[src/ame_pkg.sv]
// Package: constants, opcodes and types for the accumulator machine execute block
`timescale 1ns / 1ps
package ame_pkg;
  localparam int unsigned MemWords = 100;
  localparam int unsigned AddrW = 7;
  localparam int unsigned DataW = 32;
  localparam int unsigned FlagW = 5;
  localparam logic signed [DataW-1:0] ReadMax = 32'sd65535;
  localparam logic signed [DataW-1:0] ReadMin = -32'sd65535;

  localparam int unsigned FlagOvf = 0;
  localparam int unsigned FlagZdiv = 1;
  localparam int unsigned FlagOob = 2;

  typedef enum logic [6:0] {
    OpRead = 7'd10, OpWrite = 7'd11, OpLoad = 7'd20, OpStore = 7'd21,
    OpAdd = 7'd30, OpSub = 7'd31, OpDiv = 7'd32, OpMul = 7'd33,
    OpJmp = 7'd40, OpJneg = 7'd41, OpJz = 7'd42, OpHalt = 7'd43,
    OpNot = 7'd51, OpAnd = 7'd52, OpOr = 7'd53, OpXor = 7'd54,
    OpJpos = 7'd55, OpJovf = 7'd56, OpJnoovf = 7'd57, OpJeven = 7'd58,
    OpJodd = 7'd59, OpShl1 = 7'd60, OpShr1 = 7'd61, OpRol1 = 7'd62,
    OpRor1 = 7'd63, OpNegCopy = 7'd64, OpAddIdx = 7'd65, OpSubIdx = 7'd66,
    OpShl = 7'd67, OpShr = 7'd68, OpRol = 7'd69, OpRor = 7'd70,
    OpMovIdxTo = 7'd71, OpMovIdxFrom = 7'd72, OpMovIndTo = 7'd73,
    OpMovIndFrom = 7'd74, OpAddInd = 7'd75, OpSubInd = 7'd76
  } opcode_e;

  typedef enum logic [3:0] {
    StIdle, StClear, StRdOp, StWaitOp, StRdIdx, StWaitIdx, StRdPtr, StWaitPtr,
    StExec, StDiv, StMul, StOut
  } state_e;

  function automatic logic idx_ok(input logic [DataW-1:0] v);
    idx_ok = (v >= DataW'(1)) && (v < DataW'(MemWords));
  endfunction
endpackage

[src/ame_div.sv]
// Iterative signed divider, one quotient bit per cycle
`timescale 1ns / 1ps
module ame_div
  import ame_pkg::*;
(
  input  logic             clk_i,
  input  logic             rst_ni,
  input  logic             start_i,
  input  logic [DataW-1:0] dividend_i,
  input  logic [DataW-1:0] divisor_i,
  output logic             done_o,
  output logic [DataW-1:0] quot_o
);
  localparam int unsigned CntW = $clog2(DataW + 1);
  logic [DataW-1:0] rem_q, rem_d, quo_q, quo_d, dvs_q, dvs_d;
  logic [CntW-1:0]  cnt_q, cnt_d;
  logic             neg_q, neg_d, busy_q, busy_d;
  logic [DataW:0]   trial;
  logic [DataW:0]   shifted;

  always_comb begin
    rem_d = rem_q;
    quo_d = quo_q;
    dvs_d = dvs_q;
    cnt_d = cnt_q;
    neg_d = neg_q;
    busy_d = busy_q;
    shifted = {rem_q, quo_q[DataW-1]};
    trial = shifted - {1'b0, dvs_q};
    done_o = 1'b0;
    if (start_i) begin
      rem_d = '0;
      quo_d = dividend_i[DataW-1] ? (~dividend_i + DataW'(1)) : dividend_i;
      dvs_d = divisor_i[DataW-1] ? (~divisor_i + DataW'(1)) : divisor_i;
      neg_d = dividend_i[DataW-1] ^ divisor_i[DataW-1];
      cnt_d = CntW'(DataW);
      busy_d = 1'b1;
    end else if (busy_q) begin
      if (cnt_q == '0) begin
        busy_d = 1'b0;
        done_o = 1'b1;
      end else begin
        if (!trial[DataW]) begin
          rem_d = trial[DataW-1:0];
          quo_d = {quo_q[DataW-2:0], 1'b1};
        end else begin
          rem_d = shifted[DataW-1:0];
          quo_d = {quo_q[DataW-2:0], 1'b0};
        end
        cnt_d = cnt_q - CntW'(1);
      end
    end
  end

  assign quot_o = neg_q ? (~quo_q + DataW'(1)) : quo_q;

  always_ff @(posedge clk_i or negedge rst_ni) begin
    if (!rst_ni) begin
      busy_q <= 1'b0;
      cnt_q <= '0;
    end else begin
      busy_q <= busy_d;
      cnt_q <= cnt_d;
    end
  end

  always_ff @(posedge clk_i) begin
    rem_q <= rem_d;
    quo_q <= quo_d;
    dvs_q <= dvs_d;
    neg_q <= neg_d;
  end
endmodule
[config.mk]
export PLATFORM = sky130hd
export DESIGN_NAME = ame_div
export DESIGN_NICKNAME = d
export VERILOG_FILES = /design/src/ame_pkg.sv /design/src/ame_div.sv
export SDC_FILE = /design/constraint.sdc
export NUM_CORES = 1
export LEC_CHECK = 0
export BUFFER_PORTS_ARGS = -buffer_cell sky130_fd_sc_hd__buf_2
export CORE_UTILIZATION = 55
export DETAILED_ROUTE_END_ITERATION = 8
export PLACE_DENSITY = 0.75
export REMOVE_ABC_BUFFERS = 1
export SLEW_MARGIN = 10
export SYNTH_ARGS = -nofsm -noshare
export SYNTH_HDL_FRONTEND = slang
export SYNTH_SLANG_ARGS = --single-unit
[constraint.sdc]
create_clock -name clk_i -period 3.9 [get_ports clk_i]
set_clock_uncertainty 0.15 [all_clocks]
set_input_delay 0.39 -clock clk_i [delete_from_list [all_inputs] [get_ports clk_i]]
set_output_delay 0.39 -clock clk_i [all_outputs]
set_load 0.03 [all_outputs]
==> metrics.log <==
[metrics] antenna fix cells: 0
[metrics] crit path launch: quo_q[17]$_DFFE_PP_
[metrics] total grt overflow: 0
[metrics] post-layout total power: 5.17 mW
[metrics] proportion of layout cells with a drive suffix above 1: 15.8%
[metrics] Routability Congestion: 0.893
[metrics] sequential-to-total area share from yosys stat: 36.1%
[metrics] clock latency at the later pin of the worst-skew pair: 0.36 ns
[metrics] violated checks: setup timing
[metrics] Worst Setup Slack post-DPL: 0.187 ns
[metrics] Overall Global Routing Usage: 25.0%
[metrics] Critical Path Slowest Stage Cell: or4_4
[metrics] type of the tightest min-delay check: input pin to flop
[metrics] crit-path max cell delay: 0.55 ns
[metrics] Synth top cells by count: 83 x nand2_1, 79 x xnor2_1, 74 x o21ai_0, 72 x a21oi_1
[metrics] final worst path period need: 3.99 ns
[metrics] sum of buffers and inverters on the critical path: 1
[metrics] number of antenna violations at the first check in global routing: 0
[metrics] Die Y-Extent: 120 um
[metrics] DR pass1 iterations: 4
[metrics] Area after DPL: 8340 sq um
[metrics] clock net sink count: 104
[metrics] hold path startpoint: divisor_i[0]
[metrics] crit start category: flop
[metrics] post-route setup slack: -0.0874 ns
[metrics] Critical Path, Cell by Cell: or4_4 -> or4_4 -> or2_4 -> or3_4 -> or4_4 -> o41ai_4 -> xnor2_2 -> buf_6
[metrics] Crit Path Category: flop to output port
[metrics] power per cell area: 591 nW/um^2
[metrics] asr flop ratio synth: 6.73%
[metrics] clock buffers created by TritonCTS: 9
[metrics] horizontal die dimension: 120 um
[metrics] RR Startpoint: quo_q[31]$_DFFE_PP_
[metrics] Synth-to-Final Area Change: 14.1%
[metrics] total of buffers placed on input and output ports: 99
[metrics] effective utilization at floorplan: 57.1%
[metrics] global-route wire length before repair: 28.8 mm
[metrics] maximum capacitance violations: 0
[metrics] Warnings, synthesis: 0
[metrics] post-CTS clock slew at the launch and capture registers of the worst setup and hold paths: 0.07 ns
[metrics] number of H-tree branching levels: 3
[metrics] DRC Markers: 0
[metrics] Top FF cell, synth: edfxtp_1
[metrics] number of enable-type register cells in the synthesized netlist: 65
[metrics] final core occ: 65.2%
[metrics] post-synthesis cell count: 872
[metrics] average instance area after synthesis: 8.78 sq um
[metrics] number of distinct standard cells referenced by the synthesized netlist: 64
[metrics] critical path required time: 3.36 ns
[metrics] # setup viols final: 2
[metrics] endpoint kind of the worst setup timing path: output port
[metrics] half-perimeter wire length after placement: 13.0 mm
[metrics] post-layout net count: 1,069
[metrics] leading area contributor after synthesis: edfxtp_1
[metrics] slew at the pin with the worst max-slew slack: 1.05 ns
[metrics] outcome: finished, violations left
[metrics] static leakage power: 3.47 nW
[metrics] number of non-filler instances in the completed layout: 1,145
[metrics] placed cell count: 1,123
[metrics] most area-consuming cells after synthesis: edfxtp_1 25%, xnor2_1 9.0%, dfxtp_1 8.4%
[metrics] hold slack: 0.111 ns
[metrics] cell with the most instances after synthesis: nand2_1
[metrics] maximum ir drop on the vdd rail: 306 uV
[metrics] via total after detailed routing: 6,502
[metrics] WP data arrival: 3.45 ns
[metrics] headroom to the max-slew limit: 30.1%
[metrics] area share of the leading cell type in the synthesized netlist: 25.5%
[metrics] I/O pin count: 100
[metrics] Design Area, Final: 8740 sq um
[metrics] maximum operating frequency: 251 MHz
[metrics] synthesized cell area: 7660 sq um
[metrics] clock tree from TritonCTS: done
[metrics] CP Max Fanout: 3
[metrics] cell class contributing the biggest share of worst-path delay: simple AND/OR/NAND/NOR gates
[metrics] post-DR wirelength/cell: 15.2 um
[metrics] sum of negative setup slack: -0.147 ns
[metrics] final hold violation count: 0
[metrics] number of register bits inferred by synthesis: 104
[metrics] number of buffers between clock root and the deepest sink: 2
[metrics] number of rows created at floorplan: 42
[metrics] per-cell via count in the routed design: 5.68
[metrics] final antenna-violating net count: 0
[metrics] Final Max Slew Viols: 0
[metrics] standard cell core area: 13,400 sq um
[metrics] Die ar.: 14,400 sq um
[metrics] pin count of the biggest net entering global routing: 69
[metrics] overall routed net length: 17.4 mm
[metrics] most prevalent standard cell on the critical path: or4_4
[metrics] vias in the first global route: 6,266
[metrics] RSZ-0062 raised after global routing: yes
[metrics] number of DRC markers in iteration 0: 351
[metrics] root buffer selected by CTS: clkbuf_16
[metrics] share of the clock period used by the worst path after layout: 102%
-- layout make-up --
class	instances	area, sq um
well taps	176	220
flip-flops and latches	104	2770
fillers	1178	4660
repair buffers	117	663
multi-input cells	675	4580
clock buffers	12	236
inverters	57	214
clock inverters	4	53.8
-- kinds of logic after synthesis --
family,Yosys count,synth area share [%]
XOR/XNOR,120,13.7
adder cells (fa/ha/maj),38,6.31
flip-flops,104,36.1
multiplexers,32,4.23
AO/OA/AOI/OAI,239,19.2
buffers and inverters,93,4.67
AND/OR/NAND/NOR,246,15.7
-- sequential cells by signal (all words and copies together) (netlist names) --
signal / count
dvs_q: 32
quo_q: 32
rem_q: 32
cnt_q: 6
busy_q: 1
neg_q: 1
-- worst paths after layout --
check	end	slack (ns)	depth (start not counted)
max reg2reg	rem_q[0]$_SDFFE_PP0P_	0.34	13
min	dvs_q[0]$_DFFE_PP_	0.11	1
max in group asynchronous	busy_q$_DFF_PN0_	3.20	2
min reg2reg	rem_q[16]$_SDFFE_PP0P_	0.33	2
max	quot_o[29]	-0.09	8
min in group asynchronous	cnt_q[5]$_DFFE_PN0P_	0.24	2
-- per-layer routing --
metal  GRT usage (%)  vias to the layer above  wire length [um]
li1                -                     3324                 -
met1            30.3                     3027              7710
met2            43.9                      132              8600
met3            5.70                       19               731
met4            7.58                        0               345
met5               0                        -                 0
-- report_power, final --
group,internal [mW],switching [mW],leakage [nW]
logic,1.02,1.50,2.35
registers,1.48,0.249,0.991
clock network,0.501,0.410,0.133
-- cells in the final DEF, fill, tap and decap left out, drive strengths merged, types with 12 or more instances in the layout --
cell,n
nand2,83
inv,58
clkbuf,12
xnor2,79
xor2,41
buf,116
ha,37
nand3,16
o41ai,14
dfxtp,32
o21ai,75
o31ai,26
or4,13
edfxtp,65
nor3,12
nor2,65
mux2i,29
a21oi,72
-- what timing repair did --
item,CTS,global route
pin swaps,3,1
endpoints found under the hold margin,7,0
setup buffers,5,0
hold buffers,1,0
endpoints found under the setup margin,3,4
gates resized for setup,7,6
(Power assumes the default switching activity.)
